[src/sv/sm3_pkg.sv]
package sm3_pkg;

    // Word and block geometry
    localparam int WORD_W     = 32;
    localparam int BLOCK_WDS  = 16;
    localparam int DIGEST_WDS = 8;
    localparam int ROUNDS     = 64;
    localparam int LEN_W      = 64;

    // Queue between front and back
    localparam int QDEPTH = 4;
    localparam int QAW    = $clog2(QDEPTH);

    // Full word byte count
    localparam logic [2:0] BYTES_FULL = 3'd4;

    // Padding word that opens the tail of a message
    localparam logic [WORD_W-1:0] PAD_WORD = 32'h8000_0000;

    // Round constants: low half, and the high half already rotated by 16
    localparam logic [WORD_W-1:0] T_LOW        = 32'h79cc_4519;
    localparam logic [WORD_W-1:0] T_HIGH_ROT16 = 32'h9d8a_7a87;

    localparam logic [WORD_W-1:0] SM3_IV [DIGEST_WDS] = '{
        32'h7380_166f, 32'h4914_b2b9, 32'h1724_42d7, 32'hda8a_0600,
        32'ha96f_30bc, 32'h1631_38aa, 32'he38d_ee4d, 32'hb0fb_0e4e
    };

    // One word on its way from the front to the back
    typedef struct packed {
        logic [WORD_W-1:0] word;
        logic              final_wd;
    } t_qword;

    function automatic logic [WORD_W-1:0] rotl(input logic [WORD_W-1:0] x,
                                               input int unsigned n);
        return (x << n) | (x >> (WORD_W - n));
    endfunction

    function automatic logic [WORD_W-1:0] perm0(input logic [WORD_W-1:0] x);
        return x ^ rotl(x, 9) ^ rotl(x, 17);
    endfunction

    function automatic logic [WORD_W-1:0] perm1(input logic [WORD_W-1:0] x);
        return x ^ rotl(x, 15) ^ rotl(x, 23);
    endfunction

endpackage

[src/sv/sm3_if.sv]
interface sm3_in_if;
    logic        valid;
    logic        ready;
    logic [31:0] data_word;
    logic [2:0]  byte_count;
    logic        last;

    modport source (output valid, output data_word, output byte_count, output last,
                    input ready);
    modport sink   (input valid, input data_word, input byte_count, input last,
                    output ready);
endinterface

interface sm3_out_if;
    logic        valid;
    logic        ready;
    logic [31:0] hash_word;
    logic [2:0]  word_index;
    logic        last_word;

    modport source (output valid, output hash_word, output word_index, output last_word,
                    input ready);
    modport sink   (input valid, input hash_word, input word_index, input last_word,
                    output ready);
endinterface

[src/sv/sm3_hash_engine_top.sv]
// SM3 hash engine, 256-bit digest.
// Input channel i_in: one big-endian message word per transaction, with a
// byte count (leading valid bytes, used only on the last word) and a last mark.
// Output channel o_out: eight digest words per message, word_index 0 to 7,
// last_word set on the eighth.
// The front part pads the message tail (0x80 byte, zeros, 64-bit length) and
// feeds words into a four-entry queue; the back part collects 16-word blocks
// and runs the 64 rounds at one round per cycle.
// Throughput: the round unit sets it; the next block fills while rounds run.
// After the last word the front emits the padding words; each block is then
// loaded and runs its rounds, a second block following when the padding
// spills into it. The input is not taken while the front emits padding
// words.
// Reset: chain value returns to the initial vector, counters clear, the
// queue empties; no transactions are pending afterwards.
// Receiver stall: the digest word is held on o_out; the front and the block
// buffer keep taking words until the buffer and queue are full.
module sm3_hash_engine_top
    import sm3_pkg::*;
(
    input  logic      i_clk,
    input  logic      i_rst_n,
    sm3_in_if.sink    i_in,
    sm3_out_if.source o_out
);

    logic   push, full, q_valid, pop;
    t_qword push_data, q_data;

    sm3_front u_front (
        .i_clk       (i_clk),
        .i_rst_n     (i_rst_n),
        .i_in        (i_in),
        .o_push      (push),
        .o_push_data (push_data),
        .i_full      (full)
    );

    sm3_queue u_queue (
        .i_clk       (i_clk),
        .i_rst_n     (i_rst_n),
        .i_push      (push),
        .i_push_data (push_data),
        .o_full      (full),
        .o_valid     (q_valid),
        .o_data      (q_data),
        .i_pop       (pop)
    );

    sm3_back u_back (
        .i_clk   (i_clk),
        .i_rst_n (i_rst_n),
        .i_valid (q_valid),
        .i_data  (q_data),
        .o_pop   (pop),
        .o_out   (o_out)
    );

endmodule

[src/sv/sm3_queue.sv]
module sm3_queue
    import sm3_pkg::*;
(
    input  logic   i_clk,
    input  logic   i_rst_n,
    input  logic   i_push,
    input  t_qword i_push_data,
    output logic   o_full,
    output logic   o_valid,
    output t_qword o_data,
    input  logic   i_pop
);

    t_qword           r_mem [QDEPTH];
    logic [QAW-1:0]   r_wr, r_rd;
    logic [QAW:0]     r_cnt;
    logic             do_push, do_pop;

    assign o_full  = (r_cnt == (QAW+1)'(QDEPTH));
    assign o_valid = (r_cnt != '0);
    assign o_data  = r_mem[r_rd];
    assign do_push = i_push && !o_full;
    assign do_pop  = i_pop && o_valid;

    // Store entries
    always_ff @(posedge i_clk) begin
        if (do_push) begin
            r_mem[r_wr] <= i_push_data;
        end
    end

    // Advance pointers and count
    always_ff @(posedge i_clk) begin
        if (!i_rst_n) begin
            r_wr  <= '0;
            r_rd  <= '0;
            r_cnt <= '0;
        end else begin
            if (do_push) begin
                r_wr <= r_wr + 1'b1;
            end
            if (do_pop) begin
                r_rd <= r_rd + 1'b1;
            end
            case ({do_push, do_pop})
                2'b10:   r_cnt <= r_cnt + 1'b1;
                2'b01:   r_cnt <= r_cnt - 1'b1;
                default: r_cnt <= r_cnt;
            endcase
        end
    end

endmodule

[src/sv/sm3_front.sv]
module sm3_front
    import sm3_pkg::*;
(
    input  logic   i_clk,
    input  logic   i_rst_n,
    sm3_in_if.sink i_in,
    output logic   o_push,
    output t_qword o_push_data,
    input  logic   i_full
);

    localparam logic [2:0] ST_IDLE  = 3'd0;
    localparam logic [2:0] ST_PAD   = 3'd1;
    localparam logic [2:0] ST_ZERO  = 3'd2;
    localparam logic [2:0] ST_LENLO = 3'd3;

    localparam logic [3:0] LEN_SLOT = 4'(BLOCK_WDS - 2);

    logic [2:0]       r_state, n_state;
    logic [3:0]       r_fill;
    logic [LEN_W-1:0] r_len, n_len;
    logic             accept;
    logic [2:0]       count;
    logic [WORD_W-1:0] first_word;

    assign i_in.ready = (r_state == ST_IDLE) && !i_full;
    assign accept     = i_in.valid && i_in.ready;

    // Clamp byte count and build the padded tail word
    always_comb begin
        count = (i_in.byte_count > BYTES_FULL) ? BYTES_FULL : i_in.byte_count;
        if (!i_in.last) begin
            count = BYTES_FULL;
        end
        case (count)
            3'd0:    first_word = PAD_WORD;
            3'd1:    first_word = {i_in.data_word[31:24], 24'h80_0000};
            3'd2:    first_word = {i_in.data_word[31:16], 16'h8000};
            3'd3:    first_word = {i_in.data_word[31:8], 8'h80};
            default: first_word = i_in.data_word;
        endcase
    end

    // Pick the word to push and the next state
    always_comb begin
        n_state     = r_state;
        n_len       = r_len;
        o_push      = 1'b0;
        o_push_data = '{word: '0, final_wd: 1'b0};
        case (r_state)
            ST_IDLE: begin
                if (accept) begin
                    o_push           = 1'b1;
                    o_push_data.word = first_word;
                    n_len            = r_len + LEN_W'({count, 3'b000});
                    if (i_in.last) begin
                        n_state = (count == BYTES_FULL) ? ST_PAD : ST_ZERO;
                    end
                end
            end
            ST_PAD: begin
                o_push           = !i_full;
                o_push_data.word = PAD_WORD;
                if (!i_full) begin
                    n_state = ST_ZERO;
                end
            end
            ST_ZERO: begin
                o_push = !i_full;
                if (r_fill == LEN_SLOT) begin
                    o_push_data.word = r_len[LEN_W-1:WORD_W];
                    if (!i_full) begin
                        n_state = ST_LENLO;
                    end
                end
            end
            ST_LENLO: begin
                o_push               = !i_full;
                o_push_data.word     = r_len[WORD_W-1:0];
                o_push_data.final_wd = 1'b1;
                if (!i_full) begin
                    n_len   = '0;
                    n_state = ST_IDLE;
                end
            end
            default: begin
                n_state = ST_IDLE;
            end
        endcase
    end

    // Hold state, fill position and bit length
    always_ff @(posedge i_clk) begin
        if (!i_rst_n) begin
            r_state <= ST_IDLE;
            r_fill  <= '0;
            r_len   <= '0;
        end else begin
            r_state <= n_state;
            r_len   <= n_len;
            if (o_push && !i_full) begin
                r_fill <= r_fill + 1'b1;
            end
        end
    end

endmodule

[src/sv/sm3_back.sv]
module sm3_back
    import sm3_pkg::*;
(
    input  logic       i_clk,
    input  logic       i_rst_n,
    input  logic       i_valid,
    input  t_qword     i_data,
    output logic       o_pop,
    sm3_out_if.source  o_out
);

    localparam logic [1:0] B_WAIT  = 2'd0;
    localparam logic [1:0] B_ROUND = 2'd1;
    localparam logic [1:0] B_OUT   = 2'd2;

    localparam int RW = $clog2(ROUNDS);
    localparam int BW = $clog2(BLOCK_WDS + 1);
    localparam int DW = $clog2(DIGEST_WDS);

    logic [1:0]        r_state;
    logic [WORD_W-1:0] r_buf   [BLOCK_WDS];
    logic [BW-1:0]     r_bcnt;
    logic              r_bfinal;
    logic [WORD_W-1:0] r_win   [BLOCK_WDS];
    logic [WORD_W-1:0] r_v     [DIGEST_WDS];
    logic [WORD_W-1:0] n_v     [DIGEST_WDS];
    logic [WORD_W-1:0] r_chain [DIGEST_WDS];
    logic [WORD_W-1:0] r_t;
    logic [RW-1:0]     r_rnd;
    logic              r_cfinal;
    logic [DW-1:0]     r_idx;

    logic              buf_full, start, out_fire, last_rnd;
    logic [WORD_W-1:0] a12, ss1, ss2, fj, gj, tt1, tt2, w_new;

    assign buf_full = (r_bcnt == BW'(BLOCK_WDS));
    assign o_pop    = !buf_full;
    assign start    = (r_state == B_WAIT) && buf_full;
    assign last_rnd = (r_rnd == RW'(ROUNDS - 1));

    assign o_out.valid      = (r_state == B_OUT);
    assign o_out.hash_word  = r_chain[r_idx];
    assign o_out.word_index = 3'(r_idx);
    assign o_out.last_word  = (r_idx == DW'(DIGEST_WDS - 1));
    assign out_fire         = o_out.valid && o_out.ready;

    // One compression round and one expanded word
    always_comb begin
        a12 = rotl(r_v[0], 12);
        ss1 = rotl(a12 + r_v[4] + r_t, 7);
        ss2 = ss1 ^ a12;
        if (r_rnd < RW'(16)) begin
            fj = r_v[0] ^ r_v[1] ^ r_v[2];
            gj = r_v[4] ^ r_v[5] ^ r_v[6];
        end else begin
            fj = (r_v[0] & r_v[1]) | (r_v[0] & r_v[2]) | (r_v[1] & r_v[2]);
            gj = (r_v[4] & r_v[5]) | (~r_v[4] & r_v[6]);
        end
        tt1 = fj + r_v[3] + ss2 + (r_win[0] ^ r_win[4]);
        tt2 = gj + r_v[7] + ss1 + r_win[0];
        n_v[0] = tt1;
        n_v[1] = r_v[0];
        n_v[2] = rotl(r_v[1], 9);
        n_v[3] = r_v[2];
        n_v[4] = perm0(tt2);
        n_v[5] = r_v[4];
        n_v[6] = rotl(r_v[5], 19);
        n_v[7] = r_v[6];
        w_new = perm1(r_win[0] ^ r_win[7] ^ rotl(r_win[13], 15))
                ^ rotl(r_win[3], 7) ^ r_win[10];
    end

    // Shift popped words into the block buffer
    always_ff @(posedge i_clk) begin
        if (o_pop && i_valid) begin
            for (int i = 0; i < BLOCK_WDS - 1; i++) begin
                r_buf[i] <= r_buf[i+1];
            end
            r_buf[BLOCK_WDS-1] <= i_data.word;
        end
    end

    // Load the window at start, then slide it each round
    always_ff @(posedge i_clk) begin
        if (start) begin
            r_win <= r_buf;
            r_v   <= r_chain;
            r_t   <= T_LOW;
        end else if (r_state == B_ROUND) begin
            for (int i = 0; i < BLOCK_WDS - 1; i++) begin
                r_win[i] <= r_win[i+1];
            end
            r_win[BLOCK_WDS-1] <= w_new;
            r_v <= n_v;
            r_t <= (r_rnd == RW'(15)) ? T_HIGH_ROT16 : rotl(r_t, 1);
        end
    end

    // Sequence buffer fill, rounds and digest output
    always_ff @(posedge i_clk) begin
        if (!i_rst_n) begin
            r_state  <= B_WAIT;
            r_bcnt   <= '0;
            r_bfinal <= 1'b0;
            r_cfinal <= 1'b0;
            r_rnd    <= '0;
            r_idx    <= '0;
            r_chain  <= SM3_IV;
        end else begin
            if (start) begin
                r_bcnt   <= '0;
                r_bfinal <= 1'b0;
            end else if (o_pop && i_valid) begin
                r_bcnt   <= r_bcnt + 1'b1;
                r_bfinal <= i_data.final_wd;
            end
            case (r_state)
                B_WAIT: begin
                    if (start) begin
                        r_cfinal <= r_bfinal;
                        r_rnd    <= '0;
                        r_state  <= B_ROUND;
                    end
                end
                B_ROUND: begin
                    r_rnd <= r_rnd + 1'b1;
                    if (last_rnd) begin
                        for (int i = 0; i < DIGEST_WDS; i++) begin
                            r_chain[i] <= r_chain[i] ^ n_v[i];
                        end
                        r_idx   <= '0;
                        r_state <= r_cfinal ? B_OUT : B_WAIT;
                    end
                end
                B_OUT: begin
                    if (out_fire) begin
                        r_idx <= r_idx + 1'b1;
                        if (o_out.last_word) begin
                            r_chain <= SM3_IV;
                            r_state <= B_WAIT;
                        end
                    end
                end
                default: begin
                    r_state <= B_WAIT;
                end
            endcase
        end
    end

endmodule

[src/flat_wrapper.sv]
// flat-port wrapper written by rule: the top's interface ports become plain ports
module sm3_hash_engine_top_flat import sm3_pkg::*;
  (i_clk, i_rst_n, i_in_valid, i_in_data_word, i_in_byte_count, i_in_last, i_in_ready, o_out_valid, o_out_hash_word, o_out_word_index, o_out_last_word, o_out_ready);
  sm3_in_if i_in_i ();
  sm3_out_if o_out_i ();
  input  logic i_clk;
  input  logic i_rst_n;
  input wire logic [$bits(i_in_i.valid)-1:0] i_in_valid;
  input wire logic [$bits(i_in_i.data_word)-1:0] i_in_data_word;
  input wire logic [$bits(i_in_i.byte_count)-1:0] i_in_byte_count;
  input wire logic [$bits(i_in_i.last)-1:0] i_in_last;
  output wire logic [$bits(i_in_i.ready)-1:0] i_in_ready;
  output wire logic [$bits(o_out_i.valid)-1:0] o_out_valid;
  output wire logic [$bits(o_out_i.hash_word)-1:0] o_out_hash_word;
  output wire logic [$bits(o_out_i.word_index)-1:0] o_out_word_index;
  output wire logic [$bits(o_out_i.last_word)-1:0] o_out_last_word;
  input wire logic [$bits(o_out_i.ready)-1:0] o_out_ready;
  assign i_in_i.valid = i_in_valid;
  assign i_in_i.data_word = i_in_data_word;
  assign i_in_i.byte_count = i_in_byte_count;
  assign i_in_i.last = i_in_last;
  assign i_in_ready = i_in_i.ready;
  assign o_out_valid = o_out_i.valid;
  assign o_out_hash_word = o_out_i.hash_word;
  assign o_out_word_index = o_out_i.word_index;
  assign o_out_last_word = o_out_i.last_word;
  assign o_out_i.ready = o_out_ready;
  sm3_hash_engine_top u_core (.i_clk(i_clk), .i_rst_n(i_rst_n), .i_in(i_in_i), .o_out(o_out_i));
endmodule
[config.mk]
export PLATFORM = sky130hd
export DESIGN_NAME = sm3_hash_engine_top_flat
export DESIGN_NICKNAME = d
export VERILOG_FILES = /design/src/sv/sm3_pkg.sv /design/src/sv/sm3_if.sv /design/src/sv/sm3_hash_engine_top.sv /design/src/sv/sm3_queue.sv /design/src/sv/sm3_front.sv /design/src/sv/sm3_back.sv /design/src/flat_wrapper.sv
export SDC_FILE = /design/constraint.sdc
export NUM_CORES = 2
export LEC_CHECK = 0
export ABC_AREA = 1
export BUFFER_PORTS_ARGS = -buffer_cell sky130_fd_sc_hd__buf_2
export CAP_MARGIN = 40
export CORE_MARGIN = 5
export CORE_UTILIZATION = 35
export CTS_BUF_LIST = sky130_fd_sc_hd__clkbuf_2
export CTS_CLUSTER_SIZE = 25
export DETAILED_ROUTE_END_ITERATION = 10
export GPL_TIMING_DRIVEN = 0
export HOLD_SLACK_MARGIN = 0.05
export SETUP_SLACK_MARGIN = 0.02
export SLEW_MARGIN = 5
export SYNTH_ARGS = -nofsm -noshare
export SYNTH_HDL_FRONTEND = slang
export SYNTH_SLANG_ARGS = --single-unit
[constraint.sdc]
create_clock -name i_clk -period 25.7 [get_ports i_clk]
set_input_delay 5.14 -clock i_clk [delete_from_list [all_inputs] [get_ports i_clk]]
set_output_delay 5.14 -clock i_clk [all_outputs]
set_load 0.03 [all_outputs]
==> metrics.cfg <==
[yosys]
synth_top_family_by_area = simple AND/OR/NAND/NOR gates
ys_seq_area_share_pct = 58.3
ys_seq_elements = 1794
syn_nets = 9072
synth_edf_count = 1412
synthMuxAreaShare_pct = 0.233
yosysWarningCount = 0
synth-xor-area-share_pct = 3.83
ys.flop_type = edfxtp_1
syn_inst = 8730
synthAdderAreaFrac_pct = 6.07
synth-simple-area-share_pct = 16.4
synth_largest_area_cell = edfxtp_1
yosysTopAreaCellShare_pct = 49.4
yosys.cell_types.count = 60
async_flop_share_pct = 0
synth_area_per_cell_um2 = 9.83
synthTopCellsByArea = edfxtp_1, nand2_1, dfxtp_1, o21ai_0, fa_1
netlist_area_um2 = 85800
synth_compound_area_share_pct = 9.45

[final_layout]
area_delta_synth_final_pct = 11.6
seq_area_um2 = 50000
final_layout_size_suffix_gt1_share_pct = 10.7
multi_input_comb_area_um2 = 30900
fillers = 24168
final_cell_mix = nand2_1, edfxtp_1, inv_1
layout.nets = 9739
final_common_cell = nand2_1

[clocking]
hold_buffers = 0
clk_pin_slew_ns = 0.09
clockBufferDepth = 4
tritoncts = built
clock_sinks = 1794
cts_setup_buffers = 0
cts_buffers = 471
cts_resized = 0
htreeDepth = 5
insertion_delay_ns = 1.99
cts-root-buf = clkbuf_2

[placement]
preCtsSetupSlack_ns = 16.71
hpwl_mm = 257
place_congestion = 1.01
placement.io_buffers = 76

[floorplanning]
floorplan.rows = 181
coreArea_um2 = 244000
num_io_pins = 78
die_w_um = 505
floorplan.die.height_um = 505
initial_utilization_pct = 35.2
die_area_um2 = 255000

[routing]
drtIter0Drc = 8636
viasPerCell = 5.28
first_pass_iters = 8
drc = 0
wl_per_cell_um = 25.3
wl_mm = 327
vias = 68309
ant_nets = 0

[global_route]
grtUsageMet1_pct = 32.2
grt_overflow = 0
antenna_found_initial = 18
grt.busiest_layer = met2
grt_max_degree = 93
grt_pass1_wl_mm = 456
track_usage_pct = 24.7
gr-usage-met3_pct = 5.41
grt_pass1_vias = 64568
use_met2_pct = 38.6

[worst_setup_path]
crit_path_max_fanout = 10
critPathKind = reg -> out
end_kind = output port
max_stage_delay_ns = 0.94
worst_path_most_repeated_cell = clkbuf_1
cp_slowest_cell = dfxtp_1
cp-start-kind = register
cp.required_ns = 20.56
cp_data_arrival_time_ns = 6.19
crit_family = buffers and inverters
crit_chain = clkbuf_1 > clkbuf_1 > clkbuf_1 > o21ai_0 > a31oi_1 > buf_2
path_buf_inv = 4

[timing]
finalHoldViolations = 0
min_period_ns = 11.33
rsz0062_at_grt = false
relSlewSlack_pct = 15.4
setup_viol_count_final = 0
post-route-period-util_pct = 44.1
tns_ns = 0
fmax_mhz = 88.2
tightest_slew_ns = 1.27
final.setup.worst_slack_ns = 14.37
slew_viol_final = 0
finClkSkew_ns = 0.375
hold-worst-slack_ns = 0.315

[run]
max_cap_violations = 0

[outcome]
outcome = finished clean

[worst_hold_path]
hp-class = reg -> reg

## registers in the layout (all words and copies together) (netlist names), named ones only
name                            count
u_core.u_queue.r_cnt                3
u_core.u_front.r_state              2
u_core.u_queue.r_wr                 2
u_core.u_front.r_len               61
u_core.u_back.r_bfinal              1
u_core.u_back.o_out.word_index      3
u_core.u_back.r_v                 128
u_core.u_back.r_t                  32
u_core.u_back.r_rnd                 6
u_core.u_back.r_state               2
u_core.u_queue.r_mem              132
u_core.u_back.n_v                 128
u_core.u_front.r_fill               4
u_core.u_back.r_buf               512
u_core.u_back.r_bcnt                5
u_core.u_back.r_win               512
u_core.u_back.r_cfinal              1
u_core.u_queue.r_rd                 2
u_core.u_back.r_chain             256
## worst register-to-register path: stages (launching register included)
cell and delay (ns):
edfxtp_1 0.42, inv_1 0.23, fa_1 0.55, inv_1 0.04, ha_1 0.22, fa_1 0.48
nand3_1 0.10, nand2_1 0.18, nand4_1 0.16, nand3_1 0.19, nand3_1 0.12, nand3_1 0.09
xor2_1 0.80, fa_1 0.57, fa_1 0.50, ha_1 0.40, a21oi_1 0.32, nand3_1 0.29
nand2_1 0.17, nand2_1 0.08, nand2_1 0.06, nand2_1 0.23, xor2_1 0.26, xor2_1 0.61
o21ai_0 0.21
## synth_stat cells, types with 6 or more instances
master    count
nand2_1    2570
edfxtp_1   1412
inv_1       895
o21ai_0     819
dfxtp_1     382
nand3_1     363
nor2_1      355
a21oi_1     345
xor2_1      266
clkbuf_1    253
fa_1        190
a31oi_1     130
ha_1        112
xnor2_1      99
nor3_1       80
buf_2        73
nand4_1      45
o22ai_1      42
a221oi_1     35
o21ai_1      23
mux2i_1      20
o21bai_1     19
or2_2        18
a22oi_1      16
buf_1        14
o21a_1       14
o221ai_1     13
nand3b_1     12
nor4_1       11
a21o_1       10
a211oi_1      8
inv_2         8
nand3_2       7
nor2_2        7
buf_6         6
clkinv_1      6
nor3b_1       6
## layer usage
metal | up-vias | share of wire (%)
met5 | - | 0.0098
met4 | 6 | 6.0
met3 | 791 | 9.9
met2 | 3648 | 45
met1 | 33015 | 39
li1 | 30849 | -
## path summary, 6_finish.rpt
kind / start / end / slack [ns] / cells after the start
setup / recovery: u_core.u_back.o_out.word_index[0] / o_out_hash_word[1] / 14.37 / 6
setup reg to reg: u_core.u_back.n_v[213] / u_core.u_back.n_v[87] / 17.99 / 24
hold / removal: u_core.u_back.r_buf[194] / u_core.u_back.r_buf[226] / 0.32 / 0
hold reg to reg: u_core.u_back.r_buf[194] / u_core.u_back.r_buf[226] / 0.32 / 0
## logic make-up after synthesis
logic type / count (synthesis)
simple gates: 3495
flops: 1794
compound gates: 1493
buf+inv: 1256
xor+xnor: 370
fa+ha+maj: 302
mux: 20
## final cells by class
class	count	share of cell area [%]
flip-flops and latches	1794	52.2
multi-input cells	5680	32.3
well taps	3202	4.18
inverters	909	3.57
clock buffers	669	3.50
repair buffers	194	1.96
plain buffers	347	1.51
clock inverters	135	0.700
diodes	12	0.0313
## stage by stage
stage / instances / cell area, µm² / util, %
after floorplan: 8730 / 85800 / -
after global placement: 12008 / 90200 / 37.0
after detailed placement: 12121 / 91700 / 37.6
after CTS: 12925 / 95700 / 39.3
after global routing: 12939 / 95800 / 39.3
final: 12942 / 95800 / 39.3
Power is left out: the tool's default activity adds up to more than one toggle a clock period on the data nets, which glitch-free logic cannot reach.
